==> src/hdl/pwnu_pkg.sv <==
`default_nettype none

package pwnu_pkg;

  localparam int WORD_BITS   = 21;
  localparam int PHASE_W     = 2;
  localparam int ACCUM_W     = 3;
  localparam int EXT_BITS    = WORD_BITS + ACCUM_W;
  localparam int NIB_W       = 4;
  localparam int CNT_W       = 3;
  localparam int FS_W        = $clog2(WORD_BITS + 1);
  localparam int QUEUE_DEPTH_DEF = 2;

  localparam logic [CNT_W-1:0] NIBBLES_SHORT = CNT_W'(5);
  localparam logic [CNT_W-1:0] NIBBLES_LONG  = CNT_W'(6);
  localparam logic [PHASE_W-1:0] PHASE_LAST  = PHASE_W'(3);
  localparam logic [WORD_BITS-1:0] WORD_ONES = {WORD_BITS{1'b1}};

  typedef struct packed {
    logic [WORD_BITS-1:0] code_word;
    logic                 word_lost;
    logic                 msg_start;
    logic                 msg_end;
    logic                 initial_fragment;
    logic                 final_fragment;
  } in_t;

  typedef struct packed {
    logic [NIB_W-1:0] nibble;
    logic             nibble_valid;
    logic             nibble_unknown;
    logic             run_last;
    logic             message_end;
  } out_t;

  // One queued word: the bit stream it completes, how many nibbles to emit
  // and the flags that shape the results.
  typedef struct packed {
    logic [EXT_BITS-1:0] ext;
    logic [CNT_W-1:0]    cnt;
    logic                lost;
    logic                mend;
  } job_t;

endpackage

`default_nettype wire

==> src/hdl/pwnu_front.sv <==
`default_nettype none

module pwnu_front (
  input  wire logic         clk,
  input  wire logic         rst_n,
  input  wire logic         in_valid,
  output logic              in_ready,
  input  wire pwnu_pkg::in_t in_data,
  input  wire logic         q_full,
  output logic              push,
  output pwnu_pkg::job_t    push_job
);
  import pwnu_pkg::*;

  logic [PHASE_W-1:0]   phase_r, phase_nxt;
  logic [ACCUM_W-1:0]   accum_r, accum_nxt;
  logic                 seen_r, seen_nxt;

  logic [PHASE_W-1:0]   phase_eff;
  logic [ACCUM_W-1:0]   accum_eff;
  logic                 seen_eff;
  logic                 is_data;
  logic                 strip;
  logic [EXT_BITS-1:0]  ext;
  logic [CNT_W-1:0]     n_all;
  logic [WORD_BITS-1:0] diff;
  logic [FS_W-1:0]      fs;
  logic [FS_W-1:0]      keep_sum;
  logic [CNT_W-1:0]     keep;
  logic [CNT_W-1:0]     cnt;
  logic                 accept;

  assign in_ready = !q_full;
  assign accept   = in_valid && in_ready;

  always_comb begin
    // A fragment start wipes the carried state before the word is used.
    phase_eff = in_data.msg_start ? '0 : phase_r;
    accum_eff = in_data.msg_start ? '0 : accum_r;
    seen_eff  = in_data.msg_start ? 1'b0 : seen_r;
    is_data   = !(in_data.msg_start && in_data.initial_fragment);
    strip     = in_data.msg_end && in_data.final_fragment && !in_data.word_lost;

    ext   = ({{ACCUM_W{1'b0}}, in_data.code_word} << phase_eff) |
            {{WORD_BITS{1'b0}}, accum_eff};
    n_all = (phase_eff == PHASE_LAST) ? NIBBLES_LONG : NIBBLES_SHORT;

    // The fill run starts just above the highest bit that differs from bit 20.
    diff = in_data.code_word ^ {WORD_BITS{in_data.code_word[WORD_BITS-1]}};
    fs   = '0;
    for (int b = 0; b < WORD_BITS; b++) begin
      if (diff[b]) begin
        fs = FS_W'(b + 1);
      end
    end
    keep_sum = FS_W'(phase_eff) + fs + FS_W'(3);
    keep     = CNT_W'(keep_sum >> 2);

    if (!is_data) begin
      cnt = '0;
    end else if (strip) begin
      if (seen_eff && (in_data.code_word == '0 || in_data.code_word == WORD_ONES)) begin
        cnt = '0;
      end else if (fs != '0) begin
        cnt = (keep < n_all) ? keep : n_all;
      end else begin
        cnt = n_all;
      end
    end else begin
      cnt = n_all;
    end

    if (in_data.msg_end) begin
      phase_nxt = '0;
      accum_nxt = '0;
      seen_nxt  = 1'b0;
    end else if (is_data) begin
      phase_nxt = phase_eff + PHASE_W'(1);
      accum_nxt = (in_data.word_lost || phase_eff == PHASE_LAST) ?
                  '0 : ext[WORD_BITS-1 +: ACCUM_W];
      seen_nxt  = 1'b1;
    end else begin
      phase_nxt = phase_eff;
      accum_nxt = accum_eff;
      seen_nxt  = seen_eff;
    end
  end

  assign push          = accept && (cnt != '0 || in_data.msg_end);
  assign push_job.ext  = ext;
  assign push_job.cnt  = cnt;
  assign push_job.lost = in_data.word_lost;
  assign push_job.mend = in_data.msg_end;

  always_ff @(posedge clk) begin
    if (!rst_n) begin
      phase_r <= '0;
      accum_r <= '0;
      seen_r  <= 1'b0;
    end else if (accept) begin
      phase_r <= phase_nxt;
      accum_r <= accum_nxt;
      seen_r  <= seen_nxt;
    end
  end

endmodule

`default_nettype wire

==> src/hdl/pwnu_queue.sv <==
`default_nettype none

module pwnu_queue #(
  parameter int DEPTH = pwnu_pkg::QUEUE_DEPTH_DEF
) (
  input  wire logic          clk,
  input  wire logic          rst_n,
  input  wire logic          push,
  input  wire pwnu_pkg::job_t push_job,
  input  wire logic          pop,
  output pwnu_pkg::job_t     head_job,
  output logic               empty,
  output logic               full
);
  import pwnu_pkg::*;

  localparam int PTR_W = $clog2(DEPTH);
  localparam int CNT_QW = $clog2(DEPTH + 1);

  job_t              mem_r [DEPTH];
  logic [PTR_W-1:0]  wr_ptr_r, rd_ptr_r;
  logic [CNT_QW-1:0] count_r;

  assign empty    = (count_r == '0);
  assign full     = (count_r == CNT_QW'(DEPTH));
  assign head_job = mem_r[rd_ptr_r];

  always_ff @(posedge clk) begin
    if (push) begin
      mem_r[wr_ptr_r] <= push_job;
    end
  end

  always_ff @(posedge clk) begin
    if (!rst_n) begin
      wr_ptr_r <= '0;
      rd_ptr_r <= '0;
      count_r  <= '0;
    end else begin
      if (push) begin
        wr_ptr_r <= (wr_ptr_r == PTR_W'(DEPTH - 1)) ? '0 : wr_ptr_r + PTR_W'(1);
      end
      if (pop) begin
        rd_ptr_r <= (rd_ptr_r == PTR_W'(DEPTH - 1)) ? '0 : rd_ptr_r + PTR_W'(1);
      end
      if (push && !pop) begin
        count_r <= count_r + CNT_QW'(1);
      end else if (pop && !push) begin
        count_r <= count_r - CNT_QW'(1);
      end
    end
  end

`ifndef ASSERT_OFF
  a_no_push_full: assert property (@(posedge clk) disable iff (!rst_n)
    push |-> !full) else $error("queue written while full");
  a_no_pop_empty: assert property (@(posedge clk) disable iff (!rst_n)
    pop |-> !empty) else $error("queue read while empty");
  a_count_bound: assert property (@(posedge clk) disable iff (!rst_n)
    push && !pop |=> count_r == $past(count_r) + CNT_QW'(1))
    else $error("queue occupancy lost a transfer");
`endif

endmodule

`default_nettype wire

==> src/hdl/pwnu_back.sv <==
`default_nettype none

module pwnu_back (
  input  wire logic          clk,
  input  wire logic          rst_n,
  input  wire pwnu_pkg::job_t head_job,
  input  wire logic          q_empty,
  output logic               pop,
  output logic               out_valid,
  input  wire logic          out_ready,
  output pwnu_pkg::out_t     out_data
);
  import pwnu_pkg::*;

  logic [CNT_W-1:0] idx_r;
  logic             out_valid_r;
  out_t             out_data_r;

  logic             load;
  logic             has_nib;
  logic [CNT_W-1:0] last_idx;
  logic             is_last;
  out_t             res;

  assign out_valid = out_valid_r;
  assign out_data  = out_data_r;

  always_comb begin
    has_nib  = (head_job.cnt != '0);
    last_idx = has_nib ? head_job.cnt - CNT_W'(1) : '0;
    is_last  = (idx_r == last_idx);
    load     = !q_empty && (!out_valid_r || out_ready);

    // A job with no nibble is the bare end marker of its fragment.
    res.nibble         = (has_nib && !head_job.lost) ?
                         head_job.ext[{idx_r, 2'b00} +: NIB_W] : '0;
    res.nibble_valid   = has_nib;
    res.nibble_unknown = has_nib && head_job.lost;
    res.run_last       = is_last;
    res.message_end    = is_last && head_job.mend;
  end

  assign pop = load && is_last;

  always_ff @(posedge clk) begin
    if (load) begin
      out_data_r <= res;
    end
  end

  always_ff @(posedge clk) begin
    if (!rst_n) begin
      idx_r       <= '0;
      out_valid_r <= 1'b0;
    end else begin
      if (load) begin
        out_valid_r <= 1'b1;
        idx_r       <= is_last ? '0 : idx_r + CNT_W'(1);
      end else if (out_ready) begin
        out_valid_r <= 1'b0;
      end
    end
  end

`ifndef ASSERT_OFF
  a_unknown_zero: assert property (@(posedge clk) disable iff (!rst_n)
    out_valid_r && out_data_r.nibble_unknown |->
      out_data_r.nibble == '0 && out_data_r.nibble_valid)
    else $error("unknown nibble carries a value");
  a_end_is_last: assert property (@(posedge clk) disable iff (!rst_n)
    out_valid_r && out_data_r.message_end |-> out_data_r.run_last)
    else $error("fragment end not on the last result of a word");
  a_job_held: assert property (@(posedge clk) disable iff (!rst_n)
    idx_r != '0 |-> !q_empty && idx_r < head_job.cnt)
    else $error("nibble index left its job");
`endif

endmodule

`default_nettype wire

==> src/hdl/pager_word_to_nibble_unpacker_core.sv <==
`default_nettype none

// Unpacks pager code words into a continuous LSB-first nibble stream. The
// front stage takes one word per cycle while the queue is not full, works out
// which nibbles the word completes and how many survive fill stripping, and
// pushes that as one job into a queue of QUEUE_DEPTH entries; the back stage
// emits the job's results one per cycle, while out_ready lets them drain,
// through an output register. The first result of a word is registered in the
// queue memory and then in the output register. A word occupies the back
// stage until it has emitted all its results (five or six for an ordinary
// data word, no more for a last word stripped of fill, one for a bare end
// marker), and a header word that is not the fragment's last yields nothing.
// Input is refused only while the queue is full.
module pager_word_to_nibble_unpacker_core #(
  parameter int QUEUE_DEPTH = pwnu_pkg::QUEUE_DEPTH_DEF
) (
  input  wire logic          clk,
  input  wire logic          rst_n,
  input  wire logic          in_valid,
  output logic               in_ready,
  input  wire pwnu_pkg::in_t in_data,
  output logic               out_valid,
  input  wire logic          out_ready,
  output pwnu_pkg::out_t     out_data
);
  import pwnu_pkg::*;

  logic push;
  logic pop;
  logic q_full;
  logic q_empty;
  job_t push_job;
  job_t head_job;

  pwnu_front u_front (
    .clk      (clk),
    .rst_n    (rst_n),
    .in_valid (in_valid),
    .in_ready (in_ready),
    .in_data  (in_data),
    .q_full   (q_full),
    .push     (push),
    .push_job (push_job)
  );

  pwnu_queue #(
    .DEPTH (QUEUE_DEPTH)
  ) u_queue (
    .clk      (clk),
    .rst_n    (rst_n),
    .push     (push),
    .push_job (push_job),
    .pop      (pop),
    .head_job (head_job),
    .empty    (q_empty),
    .full     (q_full)
  );

  pwnu_back u_back (
    .clk       (clk),
    .rst_n     (rst_n),
    .head_job  (head_job),
    .q_empty   (q_empty),
    .pop       (pop),
    .out_valid (out_valid),
    .out_ready (out_ready),
    .out_data  (out_data)
  );

endmodule

`default_nettype wire
==> config.mk <==
export PLATFORM = sky130hd
export DESIGN_NAME = pager_word_to_nibble_unpacker_core
export DESIGN_NICKNAME = d
export VERILOG_FILES = /design/src/hdl/pwnu_pkg.sv /design/src/hdl/pwnu_front.sv /design/src/hdl/pwnu_queue.sv /design/src/hdl/pwnu_back.sv /design/src/hdl/pager_word_to_nibble_unpacker_core.sv
export SDC_FILE = /design/constraint.sdc
export NUM_CORES = 1
export LEC_CHECK = 0
export ABC_CLOCK_PERIOD_IN_PS = 6600
export BUFFER_PORTS_ARGS = -buffer_cell sky130_fd_sc_hd__buf_2
export CORE_ASPECT_RATIO = 0.7
export CORE_UTILIZATION = 60
export DETAILED_ROUTE_END_ITERATION = 8
export PLACE_DENSITY = 0.76
export SETUP_SLACK_MARGIN = 0.02
export SLEW_MARGIN = 40
export SYNTH_ARGS = -nofsm -noshare
export SYNTH_HDL_FRONTEND = slang
export SYNTH_SLANG_ARGS = --single-unit
==> constraint.sdc <==
create_clock -name clk -period 6.6 [get_ports clk]
set_input_delay 0.66 -clock clk [delete_from_list [all_inputs] [get_ports clk]]
set_output_delay 0.66 -clock clk [all_outputs]
set_load 0.02 [all_outputs]
# Yosys cells after proc, flatten, opt, wreduce, memory -nomap -nowiden
# Memories as Yosys holds them, arrays and structs flattened. A register that Yosys moved wholly into a read port is not among the register bits.
# Index checks and enable logic that the tools add are counted.
classes:
  bitwise: 2
  magnitude_cmp: 1
  shift: 2
  addsub: 9
  muxes: 49
  reduce_logical: 31
  eq_ne: 4
ops:
  columns: ["operator", "n"]
  rows:
  - ["5-bit 2-to-1 mux", 20]
  - ["3-bit 2-to-1 mux", 11]
  - ["24-bit by 3-bit OR with 24-bit output", 1]
  - ["24-bit by 6-bit indexed part select with 4-bit output", 1]
  - ["21-bit by 2-bit << shifter with 24-bit output", 1]
  - ["21-bit == test (second input constant)", 1]
  - ["21-bit zero test", 1]
  - ["21-bit bitwise XOR", 1]
  - ["1-bit logical AND", 13]
  - ["1-bit 2-to-1 mux", 12]
  - ["2-bit 2-to-1 mux", 6]
  - ["1-bit zero test", 7]
  - ["3-bit nonzero test", 2]
  - ["2-bit by 5-bit adder with 5-bit output", 1]
  - ["5-bit by 2-bit adder with 5-bit output (second input constant)", 1]
  - ["5-bit nonzero test", 1]
  - ["2-bit by 1-bit adder with 2-bit output (second input constant)", 2]
  - ["2-bit == test (second input constant)", 2]
  - ["1-bit logical OR", 4]
  - ["2-bit nonzero test", 2]
  - ["3-bit by 1-bit adder with 3-bit output (second input constant)", 1]
  - ["3-bit == test", 1]
  - ["3-bit less-than comparator", 1]
  - ["3-bit by 1-bit subtractor with 3-bit output (second input constant)", 1]
  - ["other kinds (3)", 4]
totals:
  inputBits: 30
  reg_bits: 22
  ram_bits: 58
  n_memories: 1
memory_table:
  columns: ["name", "words", "word_bits", "read_ports", "rd_ports_with_merged_regs", "write_ports", "line", "source"]
  rows:
  - ["u_queue.mem_r", 2, 29, 1, 1, 1, "pwnu_queue.sv:20", "job_t mem_r [DEPTH];"]

# Longest topological paths before layout
# Gate-level depths: netlist (run 1).
logic_depth:
  depth_word: 37
  depth_mapped: 21
  ltp_nobuf: 19

# Cells and area by module
# Synthesis (run 1) repeated with hierarchy kept, for this count alone.
unflattened:
  cells_unflattened: 412
  hier_area_um2: 4749.6
modules_own_cells:
  columns: ["module", "n_inst", "seq_area_each_um2", "cells_per_inst", "area_each_um2"]
  rows:
  - ["pwnu_queue", 1, 1841.8, 112, 2308.5]
  - ["pwnu_front", 1, 120.1, 227, 1645.3]
  - ["pwnu_back", 1, 320.3, 73, 795.8]

# Worst setup path after synthesis (run 1)
# No wires, ideal clock.
synth_path:
  path_kind: "input -> register"
  from: "in in_data[25] (netlist bit)"
  to: "mem u_queue.mem_r[0][3] (netlist bit) (data pin)"
  arrival_ns: 3.907
  setup_slack_ns: 2.525
  setup_time_ns: 0.168
  cell_stages: 20
  n_path_buf: 3
  path_cell_list: "buf_6 -> clkbuf_1 -> clkbuf_1 -> nand3_1 -> a22oi_1 -> o22ai_1 -> a31oi_1 -> a21oi_1 -> ha_1 -> a31oi_1 -> and2_4 -> fa_1 -> xnor2_1 -> ha_1 -> o21ai_0 -> nand2b_1 -> and3_1 -> a22oi_2 -> nand4_1 -> a32oi_1"
synth_rtl:
  columns: ["element", "line", "source"]
  rows:
  - ["from (decl)", "pager_word_to_nibble_unpacker_core.sv:21", "input wire pwnu_pkg::in_t in_data,"]
  - ["to (decl)", "pwnu_queue.sv:20", null]

==> results.toml, run 1 <==
[floorplanning]
die_w_um = 106.2
die_area_um2 = 7957
rows = 26
die_y_um = 74.94
start_util_pct = 62.29
core_area_um2 = 7320
io_pins = 40

[power]
p_per_area_nw_per_um2 = 318.7
p_int_uw = 1090
clockPowerShare_pct = 25.7
seq_power_share_pct = 45.3
power.leakage_uw = 0.001862
ir_drop_uv = 205.7
sw_frac_of_total_pct = 31.98
power_frac_comb_pct = 29.0
p_sw_uw = 512.5

[critical_path]
critPathCapture = "u_queue.mem_r[1][3]"
worstPathRequired_ns = 6.77
slowest_delay_ns = 0.38
slowest_stage = "fa_1"
startpoint_type = "input port"
reg2regPathDepth = 13
r2r-start = "u_front.phase_r[1]"
arrival_ns = 4.34
cp_max_fo = 27
reg2reg_slack_ns = 2.99
setup.worst_path.start = "in_data[25]"
crit_type = "input port to flop"
rr_endpoint = "u_queue.mem_r[1][3]"
cp-end-kind = "flop"
path_cells = "buf_2, nor3_1, o31ai_1, o221ai_1, a22oi_1, o22ai_1, a31oi_1, a21oi_1, ha_1, a31oi_1, and2_4, fa_1, xnor2_1, ha_1, o21ai_0, nand2b_1, and3_1, a22oi_2, nand4_1, a32oi_1"

[placed_design]
dp_hpwl_mm = 7.215
port_buffers = 39
place_congestion = 0.9429

[timing]
worstMarginPinSlew_ns = 0.7796
timing.final.crit_share_pct = 63.18
fmaxAchievable_ghz = 0.2398
finalCriticalPeriod_ns = 4.170
clock_skew_ns = 0.01314
rsz0062_at_grt = "false"
slew_headroom_pct = 47.70
setup_violations = 0
hold_viol_final = 0
slew_viol_final = 0
tns_ns = 0
hold_ws_ns = 0.5435

[run_status]
status = "complete, but fails checks"
violations = "DRC"

[hold_path]
hold_path_startpoint = "u_front.seen_r"
hold_path_class = "flop to flop"

[route]
final_antenna_net_count = 0
drtIter0Drc = 209
firstDrtPassIters = 9
drc = 2
dr.max_layer_used = "met4"
wl_met1_mm = 4.627
routedWlPerCell_um = 18.76
wl_met2_mm = 4.624
vias = 3262
wl_mm = 9.847
vias_per_cell = 6.213
wl_met3_um = 528

[clocking]
cts_buffers = 9
cts_root_buffer = "clkbuf_8"
holdBufCountCts = 0
cts_sinks = 81
cts_tree = "built"
clkLatencyLatePin_ns = 0.35
cts_buffer_depth = 2
htreeDepth = 3
post_cts_buffers = 0
cts_resized = 0
path_clk_slew_ns = 0.08

[synthesis]
synth_edf_count = 66
synth_nets = 433
ys_types = 55
synthesis.area_um2 = 4559
synth-seq-area-share_pct = 50.05
ys.flop_type = "edfxtp_1"
syn_avg_cell_area_um2 = 11.57
synth-seq-cells = 81
syn_inst = 394
yosys_warnings = 0
synthArstFlopShare_pct = 0

[final_layout]
mostFrequentLayoutCells = "edfxtp_1, mux2i_1, buf_2"
drive_gt1_share_pct = 20.37
antenna_cells = 0
syn_to_final_growth_pct = 10.29
final_common_cell = "edfxtp_1"
nets = 461

[global_route]
antenna_found_initial = 0
track_usage_pct = 26.17
grt_start_max_net_pins = 31
grt_pass1_vias = 2923
grt-ovfl-total = 0
grt_pass1_wl_mm = 15.24

[flow_run]
cap_violations = 0
[cells in the mapped netlist, types with 2 or more instances]
master / instances / share of area, %
edfxtp_1: 66 / 43
mux2i_1: 42 / 9.2
nand2_1: 22 / 1.8
nor2_1: 20 / 1.6
clkbuf_1: 17 / 1.4
inv_1: 17 / 1.4
dfxtp_1: 15 / 6.6
and2_1: 12 / 1.6
mux4_2: 12 / 5.9
nand2b_1: 12 / 1.6
a21oi_1: 11 / 1.2
nor3_1: 10 / 1.1
nand4_1: 9 / 1.2
nor2b_1: 9 / 1.2
o21ai_0: 9 / 0.99
ha_1: 8 / 2.2
a22oi_1: 7 / 1.2
and3_1: 7 / 0.96
nand3_1: 7 / 0.77
buf_2: 6 / 0.66
o22ai_1: 6 / 0.82
mux2_2: 5 / 1.2
nor4_1: 5 / 0.69
or3_1: 5 / 0.69
xnor2_1: 5 / 0.96
a31oi_1: 4 / 0.55
nor3b_1: 3 / 0.49
o21a_1: 3 / 0.49
or2_2: 3 / 0.41
or4_1: 3 / 0.49
a211oi_1: 2 / 0.33
a21boi_0: 2 / 0.33
nand3b_1: 2 / 0.33
o211ai_1: 2 / 0.33
o21ai_1: 2 / 0.22
o221ai_1: 2 / 0.38
o31a_1: 2 / 0.38
o31ai_1: 2 / 0.33
xor2_1: 2 / 0.38
[kinds of logic (layout without fill, tap and decap cells)]
logic type | count (synthesis) | in the layout | share of synthesized area (%)
muxes | 59 | 59 | 16.38
buffers and inverters | 42 | 75 | 3.787
DFF | 81 | 81 | 50.05
and+or+nand+nor | 131 | 131 | 15.53
adders and majority gates | 9 | 9 | 2.635
AOI/OAI and AO/OA | 65 | 65 | 10.26
xor gates and xnor gates | 7 | 7 | 1.345
[worst max-delay path, delay by kind of cell]
kind                     cells  cell delay, ns
AO/OA/AOI/OAI               10            1.34
buffers and inverters        1            0.35
adder cells (fa/ha/maj)      3            0.98
AND/OR/NAND/NOR              5            0.71
XOR/XNOR                     1            0.29
[worst min-delay path by stage]
stage | slack (ns) | to | cells past startpoint
2_1_floorplan | 0.48 | u_front.seen_r | 2
3_3_place_gp | 0.51 | u_front.seen_r | 2
3_5_place_dp | 0.53 | u_front.accum_r[2] | 2
4_1_cts | 0.55 | u_queue.mem_r[1][1] | 1
5_1_grt | 0.55 | u_queue.mem_r[1][1] | 1
6_report | 0.54 | u_front.seen_r | 2
[through the flow]
step	worst slack, ns	utilization, %	area (um^2)	std cells	power [uW]
2_1_floorplan	2.525	-	4559	394	1066
3_3_place_gp	2.337	65.49	4793	509	1175
3_5_place_dp	2.113	65.56	4798	509	1200
4_1_cts	2.471	68.70	5029	525	1613
5_1_grt	2.238	68.70	5029	525	1686
6_report	2.430	68.70	5029	525	1602
[sequential cells by signal, summed over array words and instances (netlist names), named ones only]
register          cells
u_queue.mem_r        58
u_back.out_data       8
u_back.idx_r          3
u_front.accum_r       3
u_front.phase_r       2
u_queue.count_r       2
u_back.out_valid      1
u_front.seen_r        1
u_queue.rd_ptr_r      1
u_queue.wr_ptr_r      1
[layer usage]
| layer | up-vias | GRT usage (%) |
|---|---|---|
| met5 | - | 0 |
| met4 | 0 | 6.019 |
| met3 | 7 | 5.628 |
| met2 | 104 | 41.41 |
| met1 | 1600 | 37.58 |
| li1 | 1551 | - |
[final cells by class]
class                   instances  area [um^2]
multi-input cells             271         2112
clock buffers                   9        123.9
inverters                      17        63.81
repair buffers                 42        217.7
fillers                       544         2291
well taps                      98        122.6
clock inverters                 7        106.4
flip-flops and latches         81         2282
[power groups by stage]
stage          clock, uW  combinational (uW)  sequential, uW
2_1_floorplan          0                 316             749
3_3_place_gp           0                 446             729
3_5_place_dp           0                 464             736
4_1_cts              418                 469             727
5_1_grt              438                 511             737
6_report             412                 465             725
(Power assumes the default switching activity.)
==> run 2, diff against run 1 <==
Settings changed: ABC_AREA set to 1, ABC_CLOCK_PERIOD_IN_PS 6600 to 3620, CORE_UTILIZATION 60 to 54, PLACE_DENSITY 0.76 to 0.72.
Clock period 6.6 ns to 3.62 ns, I/O delays scaled along.
==> run 2 against run 1 <==
Against the previous run: the flow now finishes without violations; combinational power rose by 110%; register-to-register slack got worse by 2.3 ns; critical path type unchanged; via count rose by 11%; highest routed layer unchanged.
==> results.toml, run 2 <==
[run_status]
status = "complete, no violations"

[synthesis]
netlist.area_leader.share_pct = 44.78
yosys_warnings = 0
synthXorXnorAreaFrac_pct = 4.863
synthesis.area_um2 = 4425
synth_top_family_by_area = "simple AND/OR/NAND/NOR gates"
synth_commonest_cells = "nand2_1, o21ai_0, edfxtp_1"
yosys.area_share.simple_pct = 18.86
syn_inst = 509
ys_types = 38
synth_nets = 548
synth-seq-area-share_pct = 51.57
yosys-top-cells-area = "edfxtp_1, nand2_1, o21ai_0, dfxtp_1, nor2_1"
syn_avg_cell_area_um2 = 8.694
synth-seq-cells = 81
synth_largest_area_cell = "edfxtp_1"
synth.most_common_cell = "nand2_1"
synth_edf_count = 66
synth_fa_ha_area_share_pct = 2.714
synthArstFlopShare_pct = 0
synth.area.mux_share_pct = 0.4524
ys.flop_type = "edfxtp_1"
synth_compound_area_share_pct = 14.22

[floorplanning]
io_pins = 40
start_util_pct = 55.98
die_area_um2 = 8567
rows = 27
die_w_um = 110.2
die_y_um = 77.74
core_area_um2 = 7905

[timing]
fmaxAchievable_ghz = 0.2995
timing.final.crit_share_pct = 92.24
slew_headroom_pct = 60.64
hold_viol_final = 0
hold_ws_ns = 0.2712
worstMarginPinSlew_ns = 0.5842
rsz0062_at_grt = "false"
finalCriticalPeriod_ns = 3.339
setup_violations = 0
clock_skew_ns = 0.008176
slew_viol_final = 0

[final_layout]
nets = 589
num-fill-cells = 664
drive_gt1_share_pct = 14.23
finalNonFillerCells = 656
final_area_um2 = 5037
syn_to_final_growth_pct = 13.83
fin_util_pct = 63.72
antenna_cells = 0
mostFrequentLayoutCells = "nand2_1, o21ai_0, edfxtp_1"
regArea_um2 = 2282
multi_input_area_um2 = 1824
final_common_cell = "nand2_1"
largest-register = "u_queue.mem_r"
largest_reg_flops = 58

[clocking]
cts_buffers = 9
cts_tree = "built"
clkLatencyLatePin_ns = 0.33
cts_buffer_depth = 2
cts_root_buffer = "clkbuf_16"
holdBufCountCts = 0
cts_sinks = 81
htreeDepth = 3
path_clk_slew_ns = 0.06

[global_route]
grt-ovfl-total = 0
grt_pass1_vias = 3268
grt_pass1_wl_mm = 15.66
track_usage_pct = 24.68
grt_start_max_net_pins = 31
antenna_found_initial = 0

[power]
ir_drop_uv = 341.2
power.leakage_uw = 0.002068
p_per_area_nw_per_um2 = 637.3

[route]
firstDrtPassIters = 5
drc = 0
vias = 3626
vias_per_cell = 5.527
wl_mm = 9.868
drtIter0Drc = 259
routedWlPerCell_um = 15.04
final_antenna_net_count = 0

[flow_run]
cap_violations = 0

[critical_path]
cp_max_fo = 12
cp-end-kind = "flop"
startpoint_type = "input port"
worstPathRequired_ns = 3.80
reg2regPathDepth = 17
crit_type = "input port to flop"
arrival_ns = 3.52
rr_endpoint = "u_queue.count_r[1]"
reg2reg_slack_ns = 0.66

[placed_design]
place_congestion = 0.8788
placed_cell_area_um2 = 4725
dp_cells = 640
dp_hpwl_mm = 7.290
port_buffers = 39

[hold_path]
holdPathEnd = "u_queue.mem_r[0][1]"
hold_depth = 1
hold_path_class = "input port to flop"
hold_path_startpoint = "in_data[4]"
-- run 2: worst max-delay path by stage --
stage	startpoint	end	slack [ns]	depth (start not counted)
2_1_floorplan	in_data[25]	u_queue.mem_r[0][3]	0.29	24
3_3_place_gp	in_data[25]	u_queue.mem_r[1][2]	0.14	20
3_5_place_dp	in_data[25]	u_queue.mem_r[0][3]	-0.08	21
4_1_cts	in_data[25]	u_queue.mem_r[1][3]	0.28	21
5_1_grt	in_data[25]	u_queue.mem_r[1][2]	0.06	32
6_report	in_data[25]	u_queue.mem_r[0][3]	0.28	22
-- run 2: routing by layer --
| layer | global-route usage, % | vias up | wire, um |
|---|---|---|---|
| met3 | 6.050 | 13 | 714 |
| met1 | 35.40 | 1678 | 4626 |
| met5 | 0 | - | 0 |
| met4 | 6.711 | 0 | 106 |
| li1 | - | 1804 | - |
| met2 | 37.44 | 131 | 4421 |
-- run 2: kinds of logic (layout without fill, tap and decap cells) --
family	Yosys count	count (layout)
simple gates	203	203
compound gates	114	114
flops	81	81
buf+inv	78	124
xor+xnor	22	22
fa+ha+maj	9	9
mux	2	2
-- run 2: final cells by class --
type / instances / area share, %
inverters: 59 / 4.396
clock inverters: 6 / 1.416
well taps: 101 / 2.509
clock buffers: 10 / 4.744
repair buffers: 49 / 5.415
multi-input cells: 350 / 36.21
flip-flops and latches: 81 / 45.31
-- run 2: stage by stage --
step | total power (uW) | setup WS [ns] | TNS (ns)
finish | 3211 | 0.2809 | 0
global route | 3379 | 0.05761 | 0
CTS | 3211 | 0.2755 | 0
detailed placement | 2292 | -0.07688 | -0.2521
global placement | 2260 | 0.1388 | 0
floorplan | 1977 | 0.2867 | 0
-- run 2: worst max-delay path, stage by stage --
cell and delay [ns]:
clkbuf_4 0.20, xnor2_1 0.23, and2_1 0.18, nand2_1 0.05
a21oi_1 0.14, nor2_1 0.06, nor2_1 0.08, nor2_1 0.06
nor2_1 0.11, o21ai_0 0.09, ha_1 0.32, a21oi_1 0.06
fa_1 0.39, xnor2_1 0.24, ha_1 0.28, a21oi_1 0.15
nand3_1 0.11, nand2_1 0.10, nand2_1 0.05, nand2_1 0.06
nand2_1 0.06, a21oi_2 0.14
-- run 2: power by group --
| part | switching [uW] | internal [uW] | total (uW) |
|---|---|---|---|
| Sequential | 64.1 | 1230 | 1300 |
| Combinational | 674 | 315 | 989 |
| Clock | 363 | 560 | 923 |
-- run 2: what timing repair did --
item,CTS,global route
setup endpoints to repair,0,4
setup buffers,0,0
gates resized for setup,0,1
==> run 3, diff against run 2 <==
Settings changed: ABC_AREA 1 to 0.
==> run 3 against run 2 <==
Against the previous run: the run now ends with DRC left; final cell count decreased by 15%; non-clock buffer count rose by 25; die area is 3.0% higher; cell area increased by 7.8%; via count is 7.7% lower; core utilization rose by 4.1 points; global-route usage shrank 0.56 points; clock skew shrank 0.0023 ns; count of clock-buffer cells in the layout unchanged; wire length is 2.1% higher; critical path depth fell by 2; critical path type unchanged; largest power group unchanged.
==> results.toml, run 3 (synthesis results as in run 1) <==
[hold_path]
hold_path_class = "input port to flop"

[flow_run]
cap_violations = 0

[timing]
slew_headroom_pct = 66.95
worstMarginPinSlew_ns = 0.4920
hold_ws_ns = 0.2975
finalCriticalPeriod_ns = 3.470
clock_skew_ns = 0.005881
fmaxAchievable_ghz = 0.2882
slew_viol_final = 0
rsz0062_at_grt = "true"
worst_slack_ns = 0.1501
setup_violations = 0
timing.final.crit_share_pct = 95.85
hold_viol_final = 0

[run_status]
status = "complete, but fails checks"
violations = "DRC"

[floorplanning]
die_area_um2 = 8821
io_pins = 40
die_y_um = 78.88
rows = 27
die_w_um = 111.8
start_util_pct = 56.95
core_area_um2 = 8006

[critical_path]
worstPathRequired_ns = 3.78
cp_max_fo = 3
startpoint_type = "input port"
slowest_delay_ns = 0.35
slowest_stage = "fa_2"
crit_type = "input port to flop"
critPathMostFrequentCell = "ha_1"
arrival_ns = 3.63
cp-end-kind = "flop"
path_cells = "buf_8, nor2_4, o31ai_1, o221ai_1, a22oi_1, o22ai_1, a31oi_1, a21oi_1, ha_1, a31oi_2, and2_4, fa_2, xnor2_2, ha_1, o21ai_1, nand2b_1, and3_1, a22oi_2, nand4_1, a32oi_2"

[power]
power.leakage_uw = 0.002080
p_total_uw = 3190
ir_drop_uv = 293.5
p_per_area_nw_per_um2 = 587.4

[global_route]
track_usage_pct = 24.12
grt_pass1_vias = 3233
grt_start_max_net_pins = 30
grt-ovfl-total = 0
antenna_found_initial = 0
grt_pass1_wl_mm = 16.23

[route]
routedWlPerCell_um = 17.99
vias = 3348
drc = 2
wl_mm = 10.07
firstDrtPassIters = 7
drtIter0Drc = 165
vias_per_cell = 5.979
final_antenna_net_count = 0

[clocking]
cts_buffers = 9
path_clk_slew_ns = 0.06
cts_root_buffer = "clkbuf_16"
cts_tree = "built"
htreeDepth = 3
clkLatencyLatePin_ns = 0.33
cts_sinks = 81
cts_buffer_depth = 2

[final_layout]
fin_util_pct = 67.82
mostFrequentLayoutCells = "edfxtp_1, mux2i_1, buf_2"
syn_to_final_growth_pct = 19.10
antenna_cells = 0
nets = 493
drive_gt1_share_pct = 27.23
largest-register = "u_queue.mem_r"
largest_reg_flops = 58
final_common_cell = "edfxtp_1"

[placed_design]
place_ws_ns = -0.1822
port_buffers = 39
place_congestion = 0.9271
dp_hpwl_mm = 7.215
[run 3: cell count changes in the layout (fill, tap and decap cells not counted), moves of 12 or more]
cell,before,now
inv_1,54,17
mux4_2,0,12
nand2b_1,0,12
nand2_1,114,22
mux2i_1,2,42
buf_4,10,35
nor2_1,53,18
o21ai_0,68,8
[run 3: power breakdown]
group          switching (uW)  leakage [uW]  internal, uW  total, uW
sequential               76.6      0.000737          1230       1310
combinational             517       0.00119           402        919
clock                     357      0.000157           608        965
[run 3: final timing paths]
check | start | endpoint | slack (ns) | cells past startpoint
min reg2reg | u_front.seen_r | u_front.seen_r | 0.53 | 2
min | in_data[4] | u_queue.mem_r[0][1] | 0.30 | 1
max | in_data[7] | u_queue.mem_r[1][3] | 0.15 | 20
max reg2reg | u_front.phase_r[1] | u_queue.mem_r[1][3] | 0.56 | 13
[run 3: critical path, delay by kind of cell]
family          cells  cell delay [ns]
xor+xnor            1             0.15
compound gates     10             1.46
buf+inv             1             0.08
simple gates        5             0.63
fa+ha+maj           3             0.96
[run 3: layer usage]
layer	up-vias	GRT usage [%]	wire length [um]
li1	1608	-	-
met1	1646	33.47	4827
met2	88	40.06	4742
met3	6	3.740	450
met4	0	5.946	52
met5	-	0	0
[run 3: cell type report]
type | count | area, um^2
fillers | 602 | 2576
flip-flops and latches | 81 | 2282
multi-input cells | 271 | 2157
repair buffers | 74 | 480.5
clock buffers | 10 | 229.0
well taps | 101 | 126.4
clock inverters | 6 | 91.34
inverters | 17 | 63.81
[run 3: stage by stage]
step | cell area [um^2] | instances | setup TNS (ns)
6_report | 5430 | 560 | 0
5_1_grt | 5430 | 560 | -0.1452
4_1_cts | 5343 | 556 | 0
3_5_place_dp | 5022 | 540 | -0.5181
3_3_place_gp | 5022 | 540 | -0.09425
2_1_floorplan | 4593 | 394 | 0
[run 3: what timing repair did]
item	4_1_cts	5_1_grt
endpoints found under the setup margin	0	4
buffers inserted	0	4
gates resized for setup	0	13
hold buffers	0	0
